$ cat src/cokt_pkg.sv
// ----------------------------------------------------------------------------
// cokt_pkg: types and constants of the clock offset kalman tracker
// sample and result beat layouts, register indexes, reset values, widths
// ----------------------------------------------------------------------------
package cokt_pkg;

  // widths of the filter state
  localparam int unsigned VarW  = 17;
  localparam int unsigned DenW  = 18;
  localparam int unsigned TimeW = 64;
  localparam int unsigned MulAW = 32;
  localparam int unsigned MulPW = MulAW + VarW;
  localparam int unsigned DvdW  = 82;
  localparam int unsigned CntW  = 6;

  // shift-subtract passes, two quotient bits each
  localparam logic [CntW-1:0] DIV_PASSES_EST = CntW'(41);
  localparam logic [CntW-1:0] DIV_PASSES_VAR = CntW'(17);

  // configuration register indexes
  localparam logic [1:0] CFG_MEAS_NOISE = 2'd0;
  localparam logic [1:0] CFG_PROC_NOISE = 2'd1;
  localparam logic [1:0] CFG_NET_FLOOR  = 2'd2;

  // register reset values
  localparam logic [15:0] MEAS_NOISE_RST = 16'd4000;
  localparam logic [15:0] PROC_NOISE_RST = 16'd4;
  localparam logic [31:0] NET_FLOOR_RST  = 32'd0;

  // sample commands
  localparam logic CMD_SAMPLE = 1'b0;
  localparam logic CMD_CLEAR  = 1'b1;

  localparam logic [TimeW-1:0] LAT_MAX      = {1'b0, {(TimeW-1){1'b1}}};
  localparam logic [TimeW-1:0] LAT_NOTREADY = {TimeW{1'b1}};

  typedef struct packed {
    logic             cmd;
    logic [TimeW-1:0] host_time_us;
    logic [TimeW-1:0] local_time_us;
  } sample_t;

  typedef struct packed {
    logic                    is_ready;
    logic signed [TimeW-1:0] offset_estimate;
    logic signed [TimeW-1:0] offset_floor;
    logic signed [TimeW-1:0] latency_us;
  } result_t;

endpackage

$ cat src/clock_offset_kalman_tracker.sv
// ----------------------------------------------------------------------------
// clock_offset_kalman_tracker: scalar integer kalman filter on clock offset
// tracks local minus host timestamp offset, its floor and reported latency
// ----------------------------------------------------------------------------
//
//  channel   handshake                      beat
//  --------  -----------------------------  -----------------------------------
//  sample    sample_valid / sample_stall    sample_t: cmd, host and local time
//  result    result_valid / result_stall    result_t: ready, estimate, floor,
//                                           latency
//  config    cfg_valid / cfg_ready          cfg_index, cfg_data
//
//  a filter update runs from the accepted sample beat to the result beat
//  through set-up, two 32x17 partial products, passes of the shared 2-bit
//  shift-subtract divider for the gain step and for the variance step, and
//  bookkeeping. a clear or a seeding sample goes straight to the excess step,
//  a zero denominator skips the divisions. one sample is in flight at a time;
//  sample_stall is high while the sequencer is busy. a waiting result beat
//  does not block the next sample, only the load of the following result.
//  rst is synchronous and restores the register reset values and an empty
//  filter. config writes are always taken.
//
module clock_offset_kalman_tracker
  import cokt_pkg::*;
(
  input  logic        clk,
  input  logic        rst,
  // sample channel
  input  logic        sample_valid,
  output logic        sample_stall,
  input  sample_t     sample,
  // result channel
  output logic        result_valid,
  input  logic        result_stall,
  output result_t     result,
  // config write channel
  input  logic        cfg_valid,
  output logic        cfg_ready,
  input  logic [1:0]  cfg_index,
  input  logic [31:0] cfg_data
);

  // sequencer states
  localparam logic [3:0] S_IDLE   = 4'd0;
  localparam logic [3:0] S_PREP   = 4'd1;
  localparam logic [3:0] S_MUL_LO = 4'd2;
  localparam logic [3:0] S_MUL_HI = 4'd3;
  localparam logic [3:0] S_ADD    = 4'd4;
  localparam logic [3:0] S_DIV    = 4'd5;
  localparam logic [3:0] S_EST    = 4'd6;
  localparam logic [3:0] S_VAR    = 4'd7;
  localparam logic [3:0] S_FLOOR  = 4'd8;
  localparam logic [3:0] S_EXCESS = 4'd9;
  localparam logic [3:0] S_LAT    = 4'd10;

  logic [3:0] state;

  // configuration registers
  logic [15:0] meas_noise;
  logic [15:0] proc_noise;
  logic [31:0] net_floor;

  // filter state
  logic             have_sample;
  logic [TimeW-1:0] estimate;
  logic [VarW-1:0]  variance;
  logic [TimeW-1:0] lowest;
  logic [TimeW-1:0] last_raw;

  // working registers
  logic [TimeW-1:0] mag;      // innovation magnitude, later the latency excess
  logic             neg;      // raw below estimate
  logic [DenW-1:0]  den;      // variance plus measurement noise
  logic [MulPW-1:0] prod_lo;
  logic [MulPW-1:0] prod_hi;
  logic [DvdW-1:0]  dvd;      // dividend, consumed from the top
  logic [DenW-1:0]  rem;
  logic [TimeW-1:0] quo;
  logic [CntW-1:0]  count;
  logic             div_var;  // second division: variance update

  logic sample_accept;
  logic result_free;

  assign sample_stall  = (state != S_IDLE);
  assign sample_accept = sample_valid && !sample_stall;
  assign cfg_ready     = 1'b1;
  // result register can take a new beat
  assign result_free   = !(result_valid && result_stall);

  // raw offset, modulo 2^64
  logic [TimeW-1:0] raw_offset;
  assign raw_offset = sample.local_time_us - sample.host_time_us;

  // denominator for the update
  logic [DenW-1:0] den_next;
  assign den_next = {1'b0, variance} + DenW'(meas_noise);

  // shared multiplier, 32 x 17
  logic [MulAW-1:0] mul_a;
  logic [MulPW-1:0] mul_p;
  always_comb begin
    unique case (state)
      S_MUL_LO: mul_a = mag[MulAW-1:0];
      S_MUL_HI: mul_a = mag[TimeW-1:MulAW];
      default:  mul_a = MulAW'(meas_noise);
    endcase
  end
  assign mul_p = MulPW'(mul_a) * MulPW'(variance);

  // full 81-bit product of magnitude and variance
  logic [DvdW-2:0] prod_sum;
  assign prod_sum = {prod_hi, {MulAW{1'b0}}} + (DvdW-1)'(prod_lo);

  // two restoring divide steps per cycle
  logic [DenW:0]   t1, t2;
  logic            ge1, ge2;
  logic [DenW-1:0] r1, r2;
  always_comb begin
    t1  = {rem, dvd[DvdW-1]};
    ge1 = (t1 >= {1'b0, den});
    r1  = ge1 ? DenW'(t1 - {1'b0, den}) : t1[DenW-1:0];
    t2  = {r1, dvd[DvdW-2]};
    ge2 = (t2 >= {1'b0, den});
    r2  = ge2 ? DenW'(t2 - {1'b0, den}) : t2[DenW-1:0];
  end

  // latency sum with saturation
  logic [TimeW:0] lat_sum;
  assign lat_sum = {1'b0, mag} + (TimeW+1)'(net_floor);

  logic [TimeW-1:0] lat_value;
  always_comb begin
    priority if (!have_sample) begin
      lat_value = LAT_NOTREADY;
    end else if (lat_sum[TimeW] || lat_sum[TimeW-1]) begin
      lat_value = LAT_MAX;
    end else begin
      lat_value = lat_sum[TimeW-1:0];
    end
  end

  // configuration writes
  always_ff @(posedge clk) begin
    if (rst) begin
      meas_noise <= MEAS_NOISE_RST;
      proc_noise <= PROC_NOISE_RST;
      net_floor  <= NET_FLOOR_RST;
    end else if (cfg_valid && cfg_ready) begin
      unique case (cfg_index)
        CFG_MEAS_NOISE: meas_noise <= cfg_data[15:0];
        CFG_PROC_NOISE: proc_noise <= cfg_data[15:0];
        CFG_NET_FLOOR:  net_floor  <= cfg_data;
        default: ;  // unmapped index, ignored
      endcase
    end
  end

  // sequencer and filter state
  always_ff @(posedge clk) begin
    if (rst) begin
      state        <= S_IDLE;
      have_sample  <= 1'b0;
      estimate     <= '0;
      variance     <= '0;
      lowest       <= '0;
      last_raw     <= '0;
      result_valid <= 1'b0;
    end else begin
      // in S_LAT a leaving beat is replaced by the new one
      if (result_valid && !result_stall && state != S_LAT) begin
        result_valid <= 1'b0;
      end
      unique case (state)
        S_IDLE: begin
          if (sample_accept) begin
            if (sample.cmd == CMD_CLEAR) begin
              have_sample <= 1'b0;
              estimate    <= '0;
              variance    <= '0;
              lowest      <= '0;
              last_raw    <= '0;
              state       <= S_EXCESS;
            end else begin
              last_raw <= raw_offset;
              if (!have_sample) begin
                // first sample seeds estimate and floor
                have_sample <= 1'b1;
                estimate    <= raw_offset;
                lowest      <= raw_offset;
                variance    <= VarW'(meas_noise);
                state       <= S_EXCESS;
              end else begin
                // predict: variance grows by process noise, wraps at 17 bits
                variance <= variance + VarW'(proc_noise);
                state    <= S_PREP;
              end
            end
          end
        end
        S_PREP: begin
          den <= den_next;
          if (den_next == '0) begin
            variance <= '0;
            state    <= S_FLOOR;
          end else begin
            neg   <= ($signed(last_raw) < $signed(estimate));
            mag   <= ($signed(last_raw) < $signed(estimate)) ? estimate - last_raw
                                                             : last_raw - estimate;
            state <= S_MUL_LO;
          end
        end
        S_MUL_LO: begin
          prod_lo <= mul_p;
          state   <= S_MUL_HI;
        end
        S_MUL_HI: begin
          prod_hi <= mul_p;
          state   <= S_ADD;
        end
        S_ADD: begin
          dvd     <= {1'b0, prod_sum};
          rem     <= '0;
          quo     <= '0;
          count   <= DIV_PASSES_EST;
          div_var <= 1'b0;
          state   <= S_DIV;
        end
        S_DIV: begin
          dvd   <= {dvd[DvdW-3:0], 2'b00};
          rem   <= r2;
          quo   <= {quo[TimeW-3:0], ge1, ge2};
          count <= count - CntW'(1);
          if (count == CntW'(1)) begin
            state <= div_var ? S_VAR : S_EST;
          end
        end
        S_EST: begin
          // move estimate by the gain step, then divide variance * noise
          estimate <= neg ? estimate - quo : estimate + quo;
          dvd      <= {1'b0, mul_p[32:0], {(DvdW-34){1'b0}}};
          rem      <= '0;
          quo      <= '0;
          count    <= DIV_PASSES_VAR;
          div_var  <= 1'b1;
          state    <= S_DIV;
        end
        S_VAR: begin
          variance <= quo[VarW-1:0];
          state    <= S_FLOOR;
        end
        S_FLOOR: begin
          if ($signed(estimate) < $signed(lowest)) begin
            lowest <= estimate;
          end
          state <= S_EXCESS;
        end
        S_EXCESS: begin
          // raw excess over floor, limited at zero
          mag   <= ($signed(lowest) < $signed(last_raw)) ? last_raw - lowest : '0;
          state <= S_LAT;
        end
        S_LAT: begin
          if (result_free) begin
            result.is_ready        <= have_sample;
            result.offset_estimate <= estimate;
            result.offset_floor    <= lowest;
            result.latency_us      <= lat_value;
            result_valid           <= 1'b1;
            state                  <= S_IDLE;
          end
        end
        default: state <= S_IDLE;
      endcase
    end
  end

endmodule

$ cat config.mk
export PLATFORM = sky130hd
export DESIGN_NAME = clock_offset_kalman_tracker
export DESIGN_NICKNAME = d
export VERILOG_FILES = /design/src/cokt_pkg.sv /design/src/clock_offset_kalman_tracker.sv
export SDC_FILE = /design/constraint.sdc
export NUM_CORES = 2
export LEC_CHECK = 0
export ABC_AREA = 0
export BUFFER_PORTS_ARGS = -buffer_cell sky130_fd_sc_hd__buf_2
export CAP_MARGIN = 15
export CORE_UTILIZATION = 40
export DETAILED_ROUTE_END_ITERATION = 10
export PLACE_DENSITY = 0.61
export SLEW_MARGIN = 0
export SYNTH_ARGS = -nofsm -noshare
export SYNTH_HDL_FRONTEND = slang
export SYNTH_SLANG_ARGS = --single-unit
export TNS_END_PERCENT = 1
$ cat constraint.sdc
create_clock -name clk -period 19.9 [get_ports clk]
set_input_delay 0.995 -clock clk [delete_from_list [all_inputs] [get_ports clk]]
set_output_delay 0.995 -clock clk [all_outputs]
set_load 0.1 [all_outputs]
# Word-level counts from Yosys, hierarchy flattened
# Cells that the tools add are included.
# word_totals
output_inout_bits	196
reg_bits	824
elab_cells	144
in_bits	168
# classes
n_addsub	13
muxes	38
n_bitwise	4
reduce_logical	37
n_lt_le_gt_ge	5
n_mul	1
eq_ne	21
# ops
cell	count
64-bit two-way mux	10
64-bit case mux with 2 select lines	4
64-bit subtractor	5
82-bit case mux with 3 select lines	1
64-bit < comparator	3
81-bit by 49-bit adder with 81-bit output	1
17-bit two-way mux	4
64-bit by 32-bit adder with 65-bit output	1
64-bit adder	1
32-bit case mux with 2 select lines	1
17-bit case mux with 3 select lines	1
32-bit by 17-bit multiplier with 49-bit output	1
4-bit case mux with 10 select lines	1
19-bit by 18-bit greater-or-equal comparator with 1-bit output	2
18-bit two-way mux	2
18-bit case mux with 2 select lines	1
18-bit subtractor	2
4-bit two-way mux	6
2-bit AND reduction	10
17-bit by 16-bit adder with 18-bit output	1
18-bit zero test	1
6-bit case mux with 3 select lines	1
3-bit AND reduction	6
17-bit by 16-bit adder with 17-bit output	1
other kinds (24)	52

# Depth between registers and ports, before layout
# depth
ltp_word	6
ltp_mapped	33
ltp_nobuf	31

# Worst setup path after synthesis
# No wires, ideal clock.
# synth_path
kind	input port to flip-flop
from	in rst
to	reg result[0] (netlist name) (enable)
slack_ps	3483
stages	3
arrival_ps	15395
path_cell_list	clkbuf_1 clkbuf_1 nor3b_1
# synth_via
elab_chain_len	2
# synth_rtl
element	line	rtl
start: declaration	clock_offset_kalman_tracker.sv:27	input logic rst,
1-bit inverter (no source line)	-	
3-bit AND reduction (no source line)	-	
end: declaration	clock_offset_kalman_tracker.sv:35	output result_t result,
# Every way passes these cells.
# A chain may end at the register's enable or synchronous reset.

# Final worst setup path
# layout_path
from	reg state[0]
to	reg prod_lo[45], data pin
# layout_via
elab_chain_len	3
word_cells_on_any_way	4
# layout_rtl
element	line	rtl
start: declaration	clock_offset_kalman_tracker.sv:56	logic [3:0] state;
start signal: assignment	clock_offset_kalman_tracker.sv:235	state <= div_var ? S_VAR : S_EST;
4-bit by 2-bit equality test with 1-bit output	clock_offset_kalman_tracker.sv:103	unique case (state)
32-bit case mux with 2 select lines *	clock_offset_kalman_tracker.sv:103	
32-bit by 17-bit multiplier with 49-bit output *	clock_offset_kalman_tracker.sv:109	assign mul_p = MulPW'(mul_a) * MulPW'(variance);
via mul_p[45]	clock_offset_kalman_tracker.sv:101	logic [MulPW-1:0] mul_p;
end signal: assignment	clock_offset_kalman_tracker.sv:214	prod_lo <= mul_p;
end: declaration	clock_offset_kalman_tracker.sv:74	logic [MulPW-1:0] prod_lo;
# Mark *: on every way through the listed nets, which the timed path passes. The rest lies on a longest branch.

==> results by group <==
Run status
  – Status: complete, no violations

Synth
  – Top cells by area, synth: edfxtp_1, fa_1, ha_1
  – Cell taking the most area after synthesis: edfxtp_1
  – Post-synth top flop: edfxtp_1
  – Largest family of logic cells by synthesized area: adder cells
  – Multiplexer share of the synthesized area: 0.0105
  – Syn nets: 10,095
  – EDFF count, synth: 545
  – Synth unique cells: 95
  – YS warnings: 0
  – Syn Area/Cell: 8.70 µm²
  – Mapped Cells: 8,781
  – Post-Synth Simple-Gate Area: 0.157
  – Synthesized cell area: 76,400 µm²
  – Sequential area share after synthesis: 0.287
  – Top cell type's share of synthesized area: 0.214
  – Async set-or-reset flop fraction in the synthesized netlist: 0
  – Seq cells post-synth: 824
  – Xor-xnor portion of the synthesized cell area: 0.0580
  – Compound-Gate Fraction of Synth Area: 0.187
  – Post-Synth Adder-Cell Area: 0.233

Cells and area
  – Fillcell total: 18,619
  – Proportion of layout cells with a drive suffix above 1: 0.0847
  – Final nets: 10,246
  – Synth-to-Final Area Change: 10.2%
  – Most frequent cells in the layout: nand2_1, inv_1, a21oi_1
  – Commonest non-fill, non-tap cell in the layout: nand2_1

Critical path
  – CP bufs+invs: 3
  – Worst setup SP type: flip-flop
  – Crit end category: flip-flop
  – Crit-path slowest cell: nor3_1
  – CP Class: flip-flop to flip-flop
  – Worst EP required: 20.53 ns
  – Critical Path Max Stage Delay: 0.76 ns
  – Most frequent CP cell: fa_1
  – RR Startpoint: state[0]
  – Worst Path Max Fanout: 18
  – Reg2Reg Depth: 28
  – R2R Setup Slk: 9.84 ns
  – CP arrival: 10.70 ns
  – RR Endpoint: prod_lo[45]
  – CP delay by family, top: adder cells

Clock tree
  – Post-CTS Setup Bufs: 0
  – CTS H-tree depth: 3
  – Clock sink total: 824
  – Resize count post-CTS: 0
  – Clk Tree Root Cell: clkbuf_16
  – TritonCTS clock tree: built
  – Clock transition at path regs: 0.06 ns
  – CTS Hold Bufs: 0
  – CTS Buf Count: 100
  – Worst-Skew Late Latency: 0.81 ns
  – Max clock buf depth: 3

Detailed routing
  – First-pass DRT Iterations: 6
  – Via/cell ratio: 5.78
  – Vias: 66,577
  – WL/cell: 25.3 µm
  – DR iter-0 viols: 5,650
  – DRC viols: 0
  – DRT Wirelength: 291,000 µm
  – Number of routed nets with antenna violations: 0

STA
  – Count of final setup violators: 0
  – Fin crit period: 10.06 ns
  – Worst Max-Slew Pin Slew: 1.22 ns
  – Max Freq: 99.4 MHz
  – Clk_skew: 0.0887 ns
  – Final Max Slew Viols: 0
  – PnR worst setup slack: 9.84 ns
  – Final Cycle Share: 0.506
  – RSZ-0062 raised after global routing: false
  – Worst rel slew slack: 0.179
  – Sum of negative setup slack: 0 ns
  – Final hold vios: 0

Floorplan
  – IO Count: 364
  – Die width: 439 µm
  – Die height: 439 µm
  – Die area: 193,000 µm²
  – Rows: 159
  – Core area: 189,000 µm²
  – Starting density of the core: 0.405

Flow run
  – Max-cap viol count: 0

Pwr
  – Part of the power in the clock network: 0.130
  – Internal Pwr Total: 6820 µW
  – NetSw: 7910 µW
  – Net Sw Frac: 0.537
  – Sequential Power Share: 0.193
  – Power density over the cells: 175 nW/µm²
  – LEAKAGE: 0.0362 µW
  – Comb power frac: 0.678
  – Worst vdd ir: 310 µV

Place
  – Setup WS pre-CTS: 9.95 ns
  – Routability cong.: 0.971
  – Post-DP HPWL: 231,000 µm
  – Port bufs: 362

Global routing
  – Wire length of the first global-routing pass: 430,000 µm
  – Largest net degree at the start of global routing: 144
  – Initial antenna violation count: 20
  – Grt ovf: 0
  – Gr usage total: 0.297
  – Vias in the first global route: 66,536

Worst hold path
  – WHS Endpoint: meas_noise[5]
  – Worst hold path startpoint: cfg_data[5]
  – Hold Crit Depth: 3
  – Hold Path Class: input pin to flip-flop
-- per-stage QoR --
stage          cell area, µm²  hold WS [ns]  utilization  power, µW  instances
2_1_floorplan           76400         0.406            -       9020       8781
6_report                84100         0.444        0.446      14700      11527
5_1_grt                 84100         0.449        0.446      15600      11520
4_1_cts                 84100         0.405        0.446      14600      11514
3_5_place_dp            80700         0.454        0.428      12700      11324
3_3_place_gp            80600         0.449        0.428      12600      11323
-- cell usage after synthesis (all sizes together), types with 66 or more instances --
master	instances
nand2	1131
inv	920
a21oi	766
ha	686
nor2	608
edfxtp	545
fa	460
o21ai	386
clkbuf	381
xnor2	305
dfxtp	279
a21o	259
and2	254
xor2	201
a211oi	128
nor3	124
nand3	119
nand4	110
o21bai	101
o22ai	84
a31oi	66
-- how the worst max path moves through the flow --
stage / end / slack (ns) / cells after the start / from
after CTS: prod_hi[45] / 9.92 / 28 / state[0]
after global routing: prod_lo[45] / 9.42 / 28 / state[0]
after floorplan: result[0] / 3.48 / 3 / rst
final: prod_lo[45] / 9.84 / 28 / state[0]
after global placement: prod_hi[45] / 9.98 / 27 / state[3]
after detailed placement: prod_hi[45] / 9.95 / 28 / state[0]
-- worst register-to-register path: cells and delay by family, from the launching register on --
| family | cells | cell delay [ns] |
|---|---|---|
| AO/OA/AOI/OAI | 8 | 2.53 |
| XOR/XNOR | 1 | 0.18 |
| adder cells (fa/ha/maj) | 7 | 3.36 |
| AND/OR/NAND/NOR | 9 | 2.95 |
| buffers and inverters | 3 | 0.31 |
| flip-flops | 1 | 0.60 |
-- layout make-up --
cell class,count,area [µm²],area share
repair buffers,483,2750,0.0327
multi-input cells,6599,49400,0.587
diodes,12,30.0,0.000357
inverters,924,3470,0.0412
clock buffers,138,2850,0.0338
clock inverters,52,568,0.00675
flip-flops and latches,824,22000,0.261
well taps,2495,3120,0.0371
-- power groups by stage --
stage / clock network [µW] / registers [µW] / logic, µW
2_1_floorplan: 0 / 2730 / 6290
3_3_place_gp: 0 / 2870 / 9730
3_5_place_dp: 0 / 2860 / 9820
4_1_cts: 1940 / 2830 / 9870
5_1_grt: 2000 / 2840 / 10700
6_report: 1910 / 2840 / 9990
-- kinds of logic after synthesis --
logic type | after synthesis
xor+xnor | 506
buf+inv | 1358
fa+ha+maj | 1146
simple gates | 2632
other cells | 1
flops | 824
compound gates | 2237
mux | 77
-- flip-flops by register name, summed over array words and instances, names as in the netlist, 49 cells and up --
signal,cells
quo,64
mag,64
prod_hi,49
last_raw,64
lowest,64
estimate,64
prod_lo,49
result,193
dvd,82
-- routing by layer --
metal | track usage | wire length (µm) | up-vias | part of all wire
met5 | 0 | 44 | - | 0.00015
met4 | 0.207 | 23700 | 8 | 0.081
met3 | 0.0370 | 16100 | 723 | 0.055
met2 | 0.495 | 137000 | 2427 | 0.47
met1 | 0.356 | 114000 | 32800 | 0.39
li1 | - | - | 30619 | -
(Power assumes the default switching activity.)
